$ cat src/rtl/round_robin_thread_scheduler_unit_macros.svh
// ---------------------------------------------------------------------------
// Assertion macros for the thread scheduler
// ---------------------------------------------------------------------------
`ifndef ROUND_ROBIN_THREAD_SCHEDULER_UNIT_MACROS_SVH
`define ROUND_ROBIN_THREAD_SCHEDULER_UNIT_MACROS_SVH

// implication checked on every edge outside reset
`define RRTS_ASSERT_IMPL(lbl, clk, rst_n, ante, cons) \
    lbl: assert property (@(posedge clk) disable iff (!rst_n) (ante) |-> (cons)) \
        else $error("rrts assertion failed");

// next-cycle implication checked on every edge outside reset
`define RRTS_ASSERT_NEXT(lbl, clk, rst_n, ante, cons) \
    lbl: assert property (@(posedge clk) disable iff (!rst_n) (ante) |=> (cons)) \
        else $error("rrts assertion failed");

`endif

$ cat src/rtl/rrts_pkg.sv
// ---------------------------------------------------------------------------
// rrts_pkg
// Types and constants shared by the thread scheduler modules.
// ---------------------------------------------------------------------------
package rrts_pkg;

    localparam int unsigned THREADS_DEF = 16;
    localparam int unsigned QUANTUM_W   = 20;
    localparam logic [19:0] QUANTUM_RST = 20'd100;

    localparam logic [2:0] REQ_SPAWN = 3'd0;
    localparam logic [2:0] REQ_TERM  = 3'd1;
    localparam logic [2:0] REQ_BLOCK = 3'd2;
    localparam logic [2:0] REQ_RESUME = 3'd3;
    localparam logic [2:0] REQ_SLEEP = 3'd4;
    localparam logic [2:0] REQ_TICK  = 3'd5;
    localparam logic [2:0] REQ_QUERY = 3'd6;

    localparam logic [2:0] ST_OK      = 3'd0;
    localparam logic [2:0] ST_NO_THR  = 3'd1;
    localparam logic [2:0] ST_ILLEGAL = 3'd2;
    localparam logic [2:0] ST_FULL    = 3'd3;
    localparam logic [2:0] ST_MAIN_RST = 3'd4;

    localparam logic [1:0] MODE_READY   = 2'd0;
    localparam logic [1:0] MODE_RUNNING = 2'd1;
    localparam logic [1:0] MODE_BLOCKED = 2'd2;

    typedef struct packed {
        logic [2:0]  req_type;
        logic [3:0]  thread_id;
        logic [23:0] sleep_ticks;
    } t_req;

    typedef struct packed {
        logic [2:0]  status;
        logic [3:0]  new_thread_id;
        logic [3:0]  running_id;
        logic [31:0] total_quanta;
        logic [31:0] thread_quanta;
    } t_rsp;

endpackage

$ cat src/rtl/round_robin_thread_scheduler_unit.sv
// ---------------------------------------------------------------------------
// round_robin_thread_scheduler_unit
// Round-robin thread table with ready queue, sleep timers and slice counts.
// ---------------------------------------------------------------------------
// Request channel: i_start with i_req is taken at an edge where o_busy is low.
// Each request gives one response word on o_rsp, marked by o_done for one
// cycle right after o_busy falls; the next request may be taken at that edge.
// Quantum register: i_cfg_valid/o_cfg_ready with i_cfg_data, ready while idle.
// One request at a time. A removal from mid-queue (block or terminate of
// a queued thread), a switch, a timed sleep and a preempting tick walk the
// ready queue entry by entry; every tick also walks the whole thread table.
// The queue and table memories each have one write and one read port with
// registered reads, and the queue keeps a linear layout.
// Reset: synchronous, active low; thread 0 is valid and running, quantum is
// 100, no clearing pass: per-entry flags mark written slice counts.
// Terminating thread 0 resets the table in the decode state; the quantum is kept.
// The receiver cannot stall: each response is shown for exactly one cycle.
// ---------------------------------------------------------------------------
module round_robin_thread_scheduler_unit #(
    parameter int unsigned THREADS = rrts_pkg::THREADS_DEF
) (
    input  logic                           i_clk,
    input  logic                           i_rst_n,
    input  logic                           i_start,
    output logic                           o_busy,
    input  rrts_pkg::t_req                 i_req,
    output logic                           o_done,
    output rrts_pkg::t_rsp                 o_rsp,
    input  logic                           i_cfg_valid,
    output logic                           o_cfg_ready,
    input  logic [rrts_pkg::QUANTUM_W-1:0] i_cfg_data
);
    localparam int unsigned IW = (THREADS > 1) ? $clog2(THREADS) : 1;
    localparam int unsigned CW = $clog2(THREADS + 1);
    localparam logic [CW-1:0] C_MAX = CW'(THREADS);

    typedef enum logic [14:0] {
        S_IDLE   = 15'b000000000000001,
        S_DEC    = 15'b000000000000010,
        S_QRD    = 15'b000000000000100,
        S_SLRD   = 15'b000000000001000,
        S_SLWR   = 15'b000000000010000,
        S_RMRD   = 15'b000000000100000,
        S_RMWR   = 15'b000000001000000,
        S_POPRD  = 15'b000000010000000,
        S_POPWR  = 15'b000000100000000,
        S_SWRD   = 15'b000001000000000,
        S_SWWR   = 15'b000010000000000,
        S_TKRD   = 15'b000100000000000,
        S_TKWR   = 15'b001000000000000,
        S_TKEND  = 15'b010000000000000,
        S_DONE   = 15'b100000000000000
    } t_state;

    t_state r_state;

    logic [rrts_pkg::QUANTUM_W-1:0] r_quantum;
    logic [THREADS-1:0]  r_valid, r_asleep, r_cnt_ok;
    logic [1:0]          r_mode [THREADS];
    logic [CW-1:0]       r_rcount, r_live;
    logic [IW-1:0]       r_cur;
    logic [31:0]         r_total;
    logic [19:0]         r_elapsed;
    rrts_pkg::t_req      r_req;
    logic [2:0]          r_status;
    logic [IW-1:0]       r_newid;
    logic [31:0]         r_tq;
    logic [CW-1:0]       r_i, r_k;
    logic [IW-1:0]       r_head;

    // queue memory
    logic          q_we;
    logic [IW-1:0] q_waddr, q_wdata, q_raddr, q_rdata;
    // table memory
    logic          t_we;
    logic [IW-1:0] t_waddr, t_raddr;
    logic [23:0]   t_wsleep, t_rsleep;
    logic [31:0]   t_wslices, t_rslices;

    rrts_fifo #(.THREADS(THREADS), .IW(IW)) u_fifo (
        .i_clk(i_clk), .i_we(q_we), .i_waddr(q_waddr), .i_wdata(q_wdata),
        .i_raddr(q_raddr), .o_rdata(q_rdata)
    );

    rrts_table #(.THREADS(THREADS), .IW(IW)) u_table (
        .i_clk(i_clk), .i_we(t_we), .i_waddr(t_waddr), .i_wsleep(t_wsleep),
        .i_wslices(t_wslices), .i_raddr(t_raddr), .o_rsleep(t_rsleep),
        .o_rslices(t_rslices)
    );

    logic          id_ok;
    logic [IW-1:0] id_ix;
    logic          known;
    logic [IW-1:0] free_ix;
    logic          free_any;
    logic          spawn_ok;
    logic [19:0]   elapsed_inc;
    logic [IW-1:0] tk_ix;
    logic          wake;

    // unwritten slice counts read as one for thread 0, zero elsewhere
    function automatic logic [31:0] slices_of(logic ok, logic [IW-1:0] ix,
                                              logic [31:0] mem);
        slices_of = ok ? mem : ((ix == '0) ? 32'd1 : 32'd0);
    endfunction

    always_comb begin
        id_ok = ({28'd0, r_req.thread_id} < 32'(THREADS));
        id_ix = IW'(r_req.thread_id);
        known = id_ok && r_valid[id_ix];
        free_ix = '0;
        free_any = 1'b0;
        for (int j = THREADS - 1; j >= 0; j--) begin
            if (!r_valid[j]) begin
                free_ix = IW'(j);
                free_any = 1'b1;
            end
        end
        spawn_ok = (r_live < C_MAX) && free_any;
        elapsed_inc = r_elapsed + 20'd1;
    end

    assign tk_ix = IW'(r_i);
    assign wake  = (r_state == S_TKWR) && r_valid[tk_ix] && r_asleep[tk_ix]
                   && (t_rsleep <= 24'd1);

    assign o_busy      = (r_state != S_IDLE);
    assign o_cfg_ready = (r_state == S_IDLE);

    // memory control
    always_comb begin
        q_we = 1'b0; q_waddr = IW'(r_rcount); q_wdata = '0;
        q_raddr = IW'(r_i);
        t_we = 1'b0; t_waddr = '0; t_wsleep = t_rsleep;
        t_wslices = t_rslices; t_raddr = r_cur;
        unique case (r_state)
            S_DEC: begin
                unique case (r_req.req_type)
                    rrts_pkg::REQ_SPAWN: begin
                        if (spawn_ok) begin
                            q_we = (r_rcount < C_MAX); q_wdata = free_ix;
                            t_we = 1'b1; t_waddr = free_ix; t_wslices = 32'd0;
                        end
                    end
                    rrts_pkg::REQ_RESUME: begin
                        if (known && !r_asleep[id_ix]
                                && r_mode[id_ix] == rrts_pkg::MODE_BLOCKED) begin
                            q_we = (r_rcount < C_MAX); q_wdata = id_ix;
                        end
                    end
                    rrts_pkg::REQ_SLEEP: begin
                        if (r_cur != '0 && r_req.sleep_ticks == 24'd0) begin
                            q_we = (r_rcount < C_MAX); q_wdata = r_cur;
                        end
                    end
                    rrts_pkg::REQ_QUERY: t_raddr = id_ix;
                    default: ;
                endcase
            end
            S_SLWR: begin
                t_we = 1'b1; t_waddr = r_cur; t_wsleep = r_req.sleep_ticks;
                t_wslices = slices_of(r_cnt_ok[r_cur], r_cur, t_rslices);
            end
            S_RMWR: begin
                q_we = (q_rdata != id_ix); q_waddr = IW'(r_k); q_wdata = q_rdata;
            end
            S_POPWR: begin
                q_we = (r_i != '0); q_waddr = IW'(r_i - CW'(1)); q_wdata = q_rdata;
            end
            S_SWRD: t_raddr = r_head;
            S_SWWR: begin
                t_we = 1'b1; t_waddr = r_head;
                t_wslices = slices_of(r_cnt_ok[r_head], r_head, t_rslices) + 32'd1;
            end
            S_TKRD: t_raddr = tk_ix;
            S_TKWR: begin
                t_we = r_valid[tk_ix] && r_asleep[tk_ix];
                t_waddr = tk_ix;
                t_wsleep = (t_rsleep != 24'd0) ? t_rsleep - 24'd1 : 24'd0;
                if (wake && r_mode[tk_ix] == rrts_pkg::MODE_READY) begin
                    q_we = (r_rcount < C_MAX); q_wdata = tk_ix;
                end
            end
            S_TKEND: begin
                if (elapsed_inc >= r_quantum) begin
                    q_we = (r_rcount < C_MAX); q_wdata = r_cur;
                end
            end
            default: ;
        endcase
    end

    // state sequencing and control state
    always_ff @(posedge i_clk) begin
        if (!i_rst_n) begin
            r_state   <= S_IDLE;
            r_quantum <= rrts_pkg::QUANTUM_RST;
            r_valid   <= THREADS'(1);
            r_asleep  <= '0;
            r_cnt_ok  <= '0;
            for (int j = 0; j < THREADS; j++) begin
                r_mode[j] <= (j == 0) ? rrts_pkg::MODE_RUNNING : rrts_pkg::MODE_READY;
            end
            r_rcount  <= '0;
            r_live    <= CW'(1);
            r_cur     <= '0;
            r_total   <= 32'd1;
            r_elapsed <= '0;
            o_done    <= 1'b0;
            r_i <= '0; r_k <= '0; r_head <= '0;
        end else begin
            o_done <= 1'b0;
            unique case (r_state)
                S_IDLE: begin
                    if (i_cfg_valid) r_quantum <= i_cfg_data;
                    if (i_start) begin
                        r_req <= i_req; r_state <= S_DEC;
                        r_status <= rrts_pkg::ST_OK; r_newid <= '0; r_tq <= '0;
                    end
                end
                S_DEC: begin
                    r_state <= S_DONE;
                    unique case (r_req.req_type)
                        rrts_pkg::REQ_SPAWN: begin
                            if (!spawn_ok) begin
                                r_status <= rrts_pkg::ST_FULL;
                            end else begin
                                r_valid[free_ix] <= 1'b1;
                                r_mode[free_ix] <= rrts_pkg::MODE_READY;
                                r_asleep[free_ix] <= 1'b0;
                                r_cnt_ok[free_ix] <= 1'b1;
                                if (r_rcount < C_MAX) r_rcount <= r_rcount + CW'(1);
                                r_live <= r_live + CW'(1);
                                r_newid <= free_ix;
                            end
                        end
                        rrts_pkg::REQ_TERM: begin
                            if (!known) begin
                                r_status <= rrts_pkg::ST_NO_THR;
                            end else if (id_ix == '0) begin
                                r_status <= rrts_pkg::ST_MAIN_RST;
                                r_valid <= THREADS'(1); r_asleep <= '0;
                                r_cnt_ok <= '0;
                                for (int j = 0; j < THREADS; j++) begin
                                    r_mode[j] <= (j == 0) ? rrts_pkg::MODE_RUNNING
                                                          : rrts_pkg::MODE_READY;
                                end
                                r_rcount <= '0; r_live <= CW'(1); r_cur <= '0;
                                r_total <= 32'd1; r_elapsed <= '0;
                            end else begin
                                r_valid[id_ix] <= 1'b0; r_asleep[id_ix] <= 1'b0;
                                r_mode[id_ix] <= rrts_pkg::MODE_READY;
                                if (r_live != '0) r_live <= r_live - CW'(1);
                                if (!r_asleep[id_ix]
                                        && r_mode[id_ix] == rrts_pkg::MODE_RUNNING) begin
                                    r_i <= '0; r_state <= S_POPRD;
                                end else if (!r_asleep[id_ix]
                                        && r_mode[id_ix] == rrts_pkg::MODE_READY) begin
                                    r_i <= '0; r_k <= '0; r_state <= S_RMRD;
                                end
                            end
                        end
                        rrts_pkg::REQ_BLOCK: begin
                            if (!known) begin
                                r_status <= rrts_pkg::ST_NO_THR;
                            end else if (id_ix == '0) begin
                                r_status <= rrts_pkg::ST_ILLEGAL;
                            end else if (r_asleep[id_ix]) begin
                                r_mode[id_ix] <= rrts_pkg::MODE_BLOCKED;
                            end else if (r_mode[id_ix] == rrts_pkg::MODE_RUNNING) begin
                                r_mode[id_ix] <= rrts_pkg::MODE_BLOCKED;
                                r_i <= '0; r_state <= S_POPRD;
                            end else if (r_mode[id_ix] == rrts_pkg::MODE_READY) begin
                                r_mode[id_ix] <= rrts_pkg::MODE_BLOCKED;
                                r_i <= '0; r_k <= '0; r_state <= S_RMRD;
                            end
                        end
                        rrts_pkg::REQ_RESUME: begin
                            if (!known) begin
                                r_status <= rrts_pkg::ST_NO_THR;
                            end else if (r_asleep[id_ix]) begin
                                r_mode[id_ix] <= rrts_pkg::MODE_READY;
                            end else if (r_mode[id_ix] == rrts_pkg::MODE_BLOCKED) begin
                                r_mode[id_ix] <= rrts_pkg::MODE_READY;
                                if (r_rcount < C_MAX) r_rcount <= r_rcount + CW'(1);
                            end
                        end
                        rrts_pkg::REQ_SLEEP: begin
                            if (r_cur == '0) begin
                                r_status <= rrts_pkg::ST_ILLEGAL;
                            end else begin
                                r_mode[r_cur] <= rrts_pkg::MODE_READY;
                                if (r_req.sleep_ticks == 24'd0) begin
                                    if (r_rcount < C_MAX) r_rcount <= r_rcount + CW'(1);
                                    r_i <= '0; r_state <= S_POPRD;
                                end else begin
                                    r_asleep[r_cur] <= 1'b1;
                                    r_state <= S_SLRD;
                                end
                            end
                        end
                        rrts_pkg::REQ_TICK: begin
                            r_i <= '0; r_state <= S_TKRD;
                        end
                        rrts_pkg::REQ_QUERY: begin
                            if (!known) r_status <= rrts_pkg::ST_NO_THR;
                            else r_state <= S_QRD;
                        end
                        default: ;
                    endcase
                end
                S_QRD: begin
                    r_tq <= slices_of(r_cnt_ok[id_ix], id_ix, t_rslices);
                    r_state <= S_DONE;
                end
                S_SLRD: r_state <= S_SLWR;
                S_SLWR: begin
                    r_cnt_ok[r_cur] <= 1'b1;
                    r_i <= '0; r_state <= S_POPRD;
                end
                S_RMRD: begin
                    if (r_i >= r_rcount) begin
                        r_rcount <= r_k; r_state <= S_DONE;
                    end else begin
                        r_state <= S_RMWR;
                    end
                end
                S_RMWR: begin
                    r_i <= r_i + CW'(1);
                    if (q_rdata != id_ix) r_k <= r_k + CW'(1);
                    r_state <= S_RMRD;
                end
                S_POPRD: begin
                    if (r_rcount == '0) begin
                        r_head <= '0; r_state <= S_SWRD;
                    end else begin
                        r_state <= S_POPWR;
                    end
                end
                S_POPWR: begin
                    if (r_i == '0) r_head <= q_rdata;
                    r_i <= r_i + CW'(1);
                    if (r_i + CW'(1) >= r_rcount) begin
                        r_rcount <= r_rcount - CW'(1);
                        r_state <= S_SWRD;
                    end else begin
                        r_state <= S_POPRD;
                    end
                end
                S_SWRD: r_state <= S_SWWR;
                S_SWWR: begin
                    r_cur <= r_head; r_mode[r_head] <= rrts_pkg::MODE_RUNNING;
                    r_cnt_ok[r_head] <= 1'b1;
                    r_total <= r_total + 32'd1; r_elapsed <= '0;
                    r_state <= S_DONE;
                end
                S_TKRD: r_state <= S_TKWR;
                S_TKWR: begin
                    if (wake) begin
                        r_asleep[tk_ix] <= 1'b0;
                        if (r_mode[tk_ix] == rrts_pkg::MODE_READY && r_rcount < C_MAX)
                            r_rcount <= r_rcount + CW'(1);
                    end
                    r_i <= r_i + CW'(1);
                    if (r_i + CW'(1) == C_MAX) r_state <= S_TKEND;
                    else r_state <= S_TKRD;
                end
                S_TKEND: begin
                    r_elapsed <= elapsed_inc;
                    if (elapsed_inc >= r_quantum) begin
                        r_mode[r_cur] <= rrts_pkg::MODE_READY;
                        if (r_rcount < C_MAX) r_rcount <= r_rcount + CW'(1);
                        r_i <= '0; r_state <= S_POPRD;
                    end else begin
                        r_state <= S_DONE;
                    end
                end
                S_DONE: begin
                    o_done <= 1'b1; r_state <= S_IDLE;
                end
                default: r_state <= S_IDLE;
            endcase
        end
    end

    assign o_rsp.status        = r_status;
    assign o_rsp.new_thread_id = 4'(r_newid);
    assign o_rsp.running_id    = 4'(r_cur);
    assign o_rsp.total_quanta  = r_total;
    assign o_rsp.thread_quanta = r_tq;

    `include "round_robin_thread_scheduler_unit_macros.svh"

    `RRTS_ASSERT_IMPL(a_done_idle, i_clk, i_rst_n, o_done, r_state == S_IDLE)
    `RRTS_ASSERT_IMPL(a_live_bound, i_clk, i_rst_n, 1'b1, r_live <= C_MAX)
    `RRTS_ASSERT_IMPL(a_main_valid, i_clk, i_rst_n, 1'b1, r_valid[0])
    `RRTS_ASSERT_IMPL(a_queue_bound, i_clk, i_rst_n, 1'b1, r_rcount <= C_MAX)
endmodule

$ cat src/rtl/rrts_fifo.sv
// ---------------------------------------------------------------------------
// rrts_fifo
// Ready queue memory: sync-read array, linear layout, one write and one read port.
// ---------------------------------------------------------------------------
module rrts_fifo #(
    parameter int unsigned THREADS = rrts_pkg::THREADS_DEF,
    parameter int unsigned IW = (THREADS > 1) ? $clog2(THREADS) : 1
) (
    input  logic          i_clk,
    input  logic          i_we,
    input  logic [IW-1:0] i_waddr,
    input  logic [IW-1:0] i_wdata,
    input  logic [IW-1:0] i_raddr,
    output logic [IW-1:0] o_rdata
);
    logic [IW-1:0] r_mem [THREADS];

    always_ff @(posedge i_clk) begin
        if (i_we) begin
            r_mem[i_waddr] <= i_wdata;
        end
        o_rdata <= r_mem[i_raddr];
    end
endmodule

$ cat src/rtl/rrts_table.sv
// ---------------------------------------------------------------------------
// rrts_table
// Per-thread sleep counter and slice counter memories, sync read.
// ---------------------------------------------------------------------------
module rrts_table #(
    parameter int unsigned THREADS = rrts_pkg::THREADS_DEF,
    parameter int unsigned IW = (THREADS > 1) ? $clog2(THREADS) : 1
) (
    input  logic          i_clk,
    input  logic          i_we,
    input  logic [IW-1:0] i_waddr,
    input  logic [23:0]   i_wsleep,
    input  logic [31:0]   i_wslices,
    input  logic [IW-1:0] i_raddr,
    output logic [23:0]   o_rsleep,
    output logic [31:0]   o_rslices
);
    logic [55:0] r_mem [THREADS];

    always_ff @(posedge i_clk) begin
        if (i_we) begin
            r_mem[i_waddr] <= {i_wsleep, i_wslices};
        end
        {o_rsleep, o_rslices} <= r_mem[i_raddr];
    end
endmodule
$ cat config.mk
export PLATFORM = sky130hd
export DESIGN_NAME = round_robin_thread_scheduler_unit
export DESIGN_NICKNAME = d
export VERILOG_FILES = /design/src/rtl/rrts_pkg.sv /design/src/rtl/round_robin_thread_scheduler_unit.sv /design/src/rtl/rrts_fifo.sv /design/src/rtl/rrts_table.sv
export VERILOG_INCLUDE_DIRS = /design/src /design/src/rtl
export SDC_FILE = /design/constraint.sdc
export NUM_CORES = 2
export LEC_CHECK = 0
export BUFFER_PORTS_ARGS = -buffer_cell sky130_fd_sc_hd__buf_2
export CORE_ASPECT_RATIO = 0.75
export CORE_UTILIZATION = 35
export CTS_CLUSTER_DIAMETER = 50
export DETAILED_ROUTE_END_ITERATION = 7
export SLEW_MARGIN = 5
export SYNTH_ARGS = -nofsm -noshare
export SYNTH_HDL_FRONTEND = slang
export SYNTH_HIERARCHICAL = 1
export SYNTH_SLANG_ARGS = --single-unit
$ cat constraint.sdc
create_clock -name i_clk -period 10.41 [get_ports i_clk]
set_input_delay 2.082 -clock i_clk [delete_from_list [all_inputs] [get_ports i_clk]]
set_output_delay 2.082 -clock i_clk [all_outputs]
set_load 0.1 [all_outputs]
== Word-level counts from Yosys, hierarchy flattened ==
Memory sizes are Yosys's and may differ from the RTL's. A register that Yosys moved wholly into a read port is not among the register bits.
Cells that the tools add are included.

* $add $sub $neg: 11
* $lt $le $gt $ge: 16
* Eq/ne operators: 73
* Muxes and demuxes: 308
* Bitwise operators: 34
* Reductions and logical operators: 66

{| class="wikitable"
|+ Operator list
! kind !! count
|-
| two-way mux 32 bit || 9
|-
| two-way mux 15 bit || 14
|-
| case mux 15 bit (13 select lines) || 1
|-
| two-way mux 16 bit || 12
|-
| two-way mux 5 bit || 38
|-
| two-way mux 4 bit || 38
|-
| case mux 32 bit (2 select lines) || 2
|-
| two-way mux 1 bit || 111
|-
| case mux 16 bit (2 select lines) || 3
|-
| case mux 16 bit (3 select lines) || 2
|-
| case mux 32 bit (3 select lines) || 1
|-
| bitwise OR 16 bit || 5
|-
| case mux 15 bit (5 select lines) || 1
|-
| != test 3 bit, second input constant || 23
|-
| adder 32 x 1 -> 32 bit, second input constant || 2
|-
| bitwise AND 16 bit || 4
|-
| two-way mux 20 bit || 3
|-
| case mux 20 bit (3 select lines) || 1
|-
| case mux 5 bit (4 select lines) || 3
|-
| two-way mux 2 bit || 26
|-
| NOT 16 bit || 3
|-
| case mux 24 bit (2 select lines) || 1
|-
| case mux 4 bit (2 select lines) || 4
|-
| case mux 4 bit (4 select lines) || 2
|-
| 78 further kinds || 199
|}

* Register bits: 234
* Memory bits (writable): 992
* Output and inout port bits: 78
* Logic and storage cells: 531
* Memories: 3

{| class="wikitable"
|+ Memories
! name !! words !! width !! read ports !! clocked after Yosys merged registers in !! write ports !! line !! RTL
|-
| u_table.r_mem || 16 || 56 || 1 || 1 || 1 || rrts_table.sv:18 || <nowiki>logic [55:0] r_mem [THREADS];</nowiki>
|-
| u_fifo.r_mem || 16 || 4 || 1 || 1 || 1 || rrts_fifo.sv:16 || <nowiki>logic [IW-1:0] r_mem [THREADS];</nowiki>
|-
| r_mode || 16 || 2 || 2 || 2 || 16 || round_robin_thread_scheduler_unit.sv:59 || <nowiki>logic [1:0] r_mode [THREADS];</nowiki>
|}

== Logic depth before layout (Yosys ltp) ==
* Depth in word-level cells: 27
* Mapped depth: 19
* Gate-level depth less buffers: 18

== By module ==
The synthesis kept the hierarchy.

{| class="wikitable"
|+ Modules (own cells, without submodules)
! module !! instances !! cells each !! area an instance (um2)
|-
| rrts_table || 1 || 1445 || 34678.3
|-
| round_robin_thread_scheduler_unit || 1 || 2233 || 17978.5
|-
| rrts_fifo || 1 || 130 || 2666.3
|}

== Worst setup path after synthesis ==
No wires, ideal clock.

* Path kind: register -> register
* Start: reg r_state[0]
* End: mem u_table.r_mem[12][0], enable pin
* Setup time: 0.539 ns
* Arrival time: 6.689 ns
* Data required time: 9.871 ns
* Setup slack: 3.182 ns
* Stages on the path, launching flop included: 12
* Period minus slack after synthesis: 7.228 ns
* Path through: dfxtp_1 or4_1 clkbuf_1 nor4_1 and3b_1 clkbuf_1 clkbuf_1 clkbuf_1 a222oi_1 o21ai_0 nand3_1 nor3_1

* Elaborated cells on any way between the ends: 9

{| class="wikitable"
|+ RTL lines
! what !! line !! RTL
|-
| start, declared || round_robin_thread_scheduler_unit.sv:55 || <nowiki>t_state r_state;</nowiki>
|-
| start signal, assigned || round_robin_thread_scheduler_unit.sv:196 || <nowiki>r_state <= S_IDLE;</nowiki>
|-
| start signal, assigned || round_robin_thread_scheduler_unit.sv:217 || <nowiki>r_req <= i_req; r_state <= S_DEC;</nowiki>
|-
| start signal, assigned || round_robin_thread_scheduler_unit.sv:222 || <nowiki>r_state <= S_DONE;</nowiki>
|-
| equality test 15 x 13 -> 1 bit (tied with other cells) || round_robin_thread_scheduler_unit.sv:136 || <nowiki>unique case (r_state)</nowiki>
|-
| case mux 4 bit (4 select lines) * || round_robin_thread_scheduler_unit.sv:136 ||
|-
| via t_waddr[3] || round_robin_thread_scheduler_unit.sv:76 || <nowiki>logic [IW-1:0] t_waddr, t_raddr;</nowiki>
|-
| end, declared || rrts_table.sv:18 ||
|}

Mark *: on every way through the listed nets, which the timed path passes. The rest lies on a longest branch.

==> impl_metrics.tcl <==
set metrics [dict create \
    fin_area_um2 63370 \
    ys_seq_elements 1294 \
    clkTransAtPathRegs_ps 60 \
    num-nets-final 4053 \
    htree_levels 4 \
    grt_overflow 0 \
    grt_start_max_net_pins 158 \
    regToRegStartpoint "r_elapsed[0]" \
    grt_setup_unrepaired "no" \
    syn-cell-area_um2 55320 \
    cts_setup_buffers 0 \
    crit_slowest_cell "a221oi_1" \
    grt_first_pass_wirelength_um 224000 \
    wl_met3_um 12760 \
    reg2reg_slack_ps 4520 \
    vias_per_cell 5.715 \
    relSlewSlack_pct 7.526 \
    synth_edf_count 1062 \
    fmax_ghz 0.1696 \
    ioPinCount 133 \
    r2r-end "r_mode[0][1]" \
    die_y_um 346.3 \
    synthCells 3808 \
    skew_ps 42.67 \
    leakagePower_nw 19.98 \
    cts_inserted_buffers 141 \
    violations "design-rule violations" \
    r2r_cells 16 \
    yosysSeqAreaShare_pct 66.04 \
    start_kind "flop" \
    power.density_nw_per_um2 175.2 \
    tightest_slew_ps 1372 \
    cp_slowest_stage_delay_ps 790 \
    drcViolationCount 12 \
    die_w_um 461.1 \
    end_kind "flop" \
    syn_nets 3911 \
    cp.arrival_ps 6330 \
    ir_drop_mv 0.1698 \
    finalHoldViolCount 0 \
    setup_viol 0 \
    min_path_cells 2 \
    grt_use_total_pct 18.76 \
    dp.cells 5902 \
    vias 35210 \
    cts_resized 0 \
    path_class "flop to flop" \
    synth_area_leaders "edfxtp_1, mux4_2, dfxtp_1" \
    wirelength_um 151900 \
    maxCapViolCount 0 \
    placed_cell_area_um2 58530 \
    clk_latency_ps 790 \
    core_area_um2 155900 \
    hold_end "r_quantum[1]" \
    ctsHoldBuffers 0 \
    wl_met1_um 66690 \
    floorplan.initialDensity_pct 35.48 \
    ys_warn_count 6 \
    syn_avg_cell_area_um2 14.53 \
    area_growth_pct 14.54 \
    antenna_cells 0 \
    port_buffers 132 \
    drive_gt1_share_pct 19.29 \
    antenna_found_initial 0 \
    fin_crit_ps 5895 \
    synth_ff_type "edfxtp_1" \
    clock-sinks 1294 \
    initialDrtViolationCount 4294 \
    wl_per_cell_um 24.66 \
    routabilityCongestion 0.9569 \
    clockBufferDepth 3 \
    synth.distinct_cells 89 \
    wl_met2_um 68590 \
    placementRows 125 \
    outcome "finished, violations left" \
    setup_tns_ps 0 \
    cts_root_buf "clkbuf_16" \
    dr.pass1.iters 8 \
    yosysTopAreaCellShare_pct 57.64 \
    ant_nets 0 \
    period_share_pct 56.63 \
    maxUsedRoutingLayer "met4" \
    worstPathRequired_ps 10840 \
    hp-start "r_quantum[1]" \
    hold_class "flop to flop" \
    cts_tree "yes" \
    drv_slew 0 \
    dpl.hpwl_um 89510 \
    async_reset_ff_share_pct 0 \
    synth_largest_area_cell "edfxtp_1" \
    crit_chain "ha_1 > nand3_1 > nor3_1 > and3_1 > nand2_1 > nor2_1 > xor2_1 > ha_1 > nand4_1 > o221ai_1 > a221oi_1 > o21ai_0 > o21ai_0 > nand2_1 > a211o_1 > o31ai_1" \
    n_fill_cell 14170 \
    grt_pass1_vias 33860 \
    layout.cells.non_filler 6160 \
    cp_max_fo 11 \
    die-area_um2 159700 \
]
## cells in the mapped netlist (9+ instances only)
| library cell | number |
|---|---|
| edfxtp_1 | 1062 |
| nand2_1 | 335 |
| mux4_2 | 262 |
| nor2_1 | 251 |
| dfxtp_1 | 232 |
| o21ai_0 | 203 |
| a21oi_1 | 189 |
| clkbuf_1 | 177 |
| a22oi_1 | 124 |
| nor3_1 | 107 |
| nand3_1 | 93 |
| and2_1 | 59 |
| inv_1 | 57 |
| ha_1 | 48 |
| nand4_1 | 34 |
| nor4_1 | 34 |
| or3_1 | 33 |
| xnor2_1 | 33 |
| a31oi_1 | 24 |
| xor2_1 | 24 |
| and3_1 | 23 |
| buf_2 | 23 |
| nor2b_1 | 22 |
| nand3b_1 | 19 |
| a222oi_1 | 18 |
| o31ai_1 | 18 |
| a211oi_1 | 17 |
| o211ai_1 | 17 |
| buf_6 | 16 |
| nand2b_1 | 15 |
| o21a_1 | 15 |
| mux4_1 | 14 |
| mux2i_1 | 12 |
| or4_1 | 10 |
| a21o_1 | 9 |
| o22ai_1 | 9 |
## cell type report
cell class	count	area (µm²)	share of cell area (%)
sequential	1294	36540	57.66
multi-input combinational	2229	17770	28.05
clock buffer	187	3929	6.200
tap	2095	2621	4.137
timing repair buffer	226	1391	2.196
clock inverter	71	898.4	1.418
inverter	58	219.0	0.3455
## cell families (layout without fill, tap and decap cells)
kind of cell               Yosys count  in the layout  synth area share [%]
AOI/OAI and AO/OA                  751            751                 8.685
and+or+nand+nor                   1079           1079                 9.345
xor gates and xnor gates            57             57                0.9024
DFF                               1294           1294                 66.04
buffers and inverters              285            542                 2.287
other                                1              1              0.006778
adders and majority gates           48             48                 1.086
muxes                              293            293                 11.65
## worst max-delay path by stage
stage                      start               endpoint  slack (ps)  cells after the start
finish              r_elapsed[0]           r_mode[0][1]        4520                     16
global route        r_elapsed[0]           r_mode[0][1]        4230                     17
CTS                 r_elapsed[0]           r_mode[8][1]        4650                     16
detailed placement  r_elapsed[0]           r_mode[0][0]        4710                     16
global placement       r_head[0]  u_table/r_mem[14][26]        4860                     14
floorplan             r_state[0]   u_table/r_mem[12][0]        3180                     11
## flip-flops by register name, indices dropped and copies added (netlist names), 5 cells and up, named ones only
name,flops
u_table/o_rslices,32
r_i,5
r_rcount,5
u_fifo/r_mem,64
r_total,32
r_valid,16
r_req,27
r_mode,32
u_table/o_rsleep,24
r_asleep,16
r_tq,32
r_k,5
r_cnt_ok,16
u_table/r_mem,896
r_quantum,20
r_live,5
r_elapsed,20
r_state,15
## metal layers
layer  vias to the layer above  global-route usage [%]
met1                     18080                   27.31
met4                         0                   6.252
met5                         -                       0
li1                      15300                       -
met2                      1600                   28.12
met3                       234                   3.437
## cells in the final DEF, fill, tap and decap left out, drive strengths merged, types with 73 or more instances in the layout
cell type / instances
a21oi: 190
a22oi: 124
buf: 226
clkbuf: 187
dfxtp: 232
edfxtp: 1062
inv: 73
mux4: 276
nand2: 335
nand3: 93
nor2: 251
nor3: 108
o21ai: 211
## where the power goes
group	leakage (nW)	switching (mW)	total, mW	internal [mW]
Combinational	6.14	0.242	0.328	0.0858
Clock	2.33	2.18	5.12	2.94
Sequential	11.5	0.0396	5.65	5.61
## critical path, delay by kind of cell (launching register included)
kind	cells	cell delay [ps]
compound gates	6	2620
xor+xnor	1	180
simple gates	7	1800
fa+ha+maj	2	520
flops	1	430
## stage by stage
stage          setup WS [ps]  power, mW  utilization, %  hold WS [ps]
6_report                4515      11.10           40.64         453.8
5_1_grt                 4226      11.42           40.64         466.3
4_1_cts                 4650      11.19           40.63         455.7
3_5_place_dp            4706      6.085           37.53         448.0
3_3_place_gp            4864      6.081           37.53         446.2
2_1_floorplan           3182      5.964               -         424.6
Note: power is estimated with default switching activity, not from simulation.
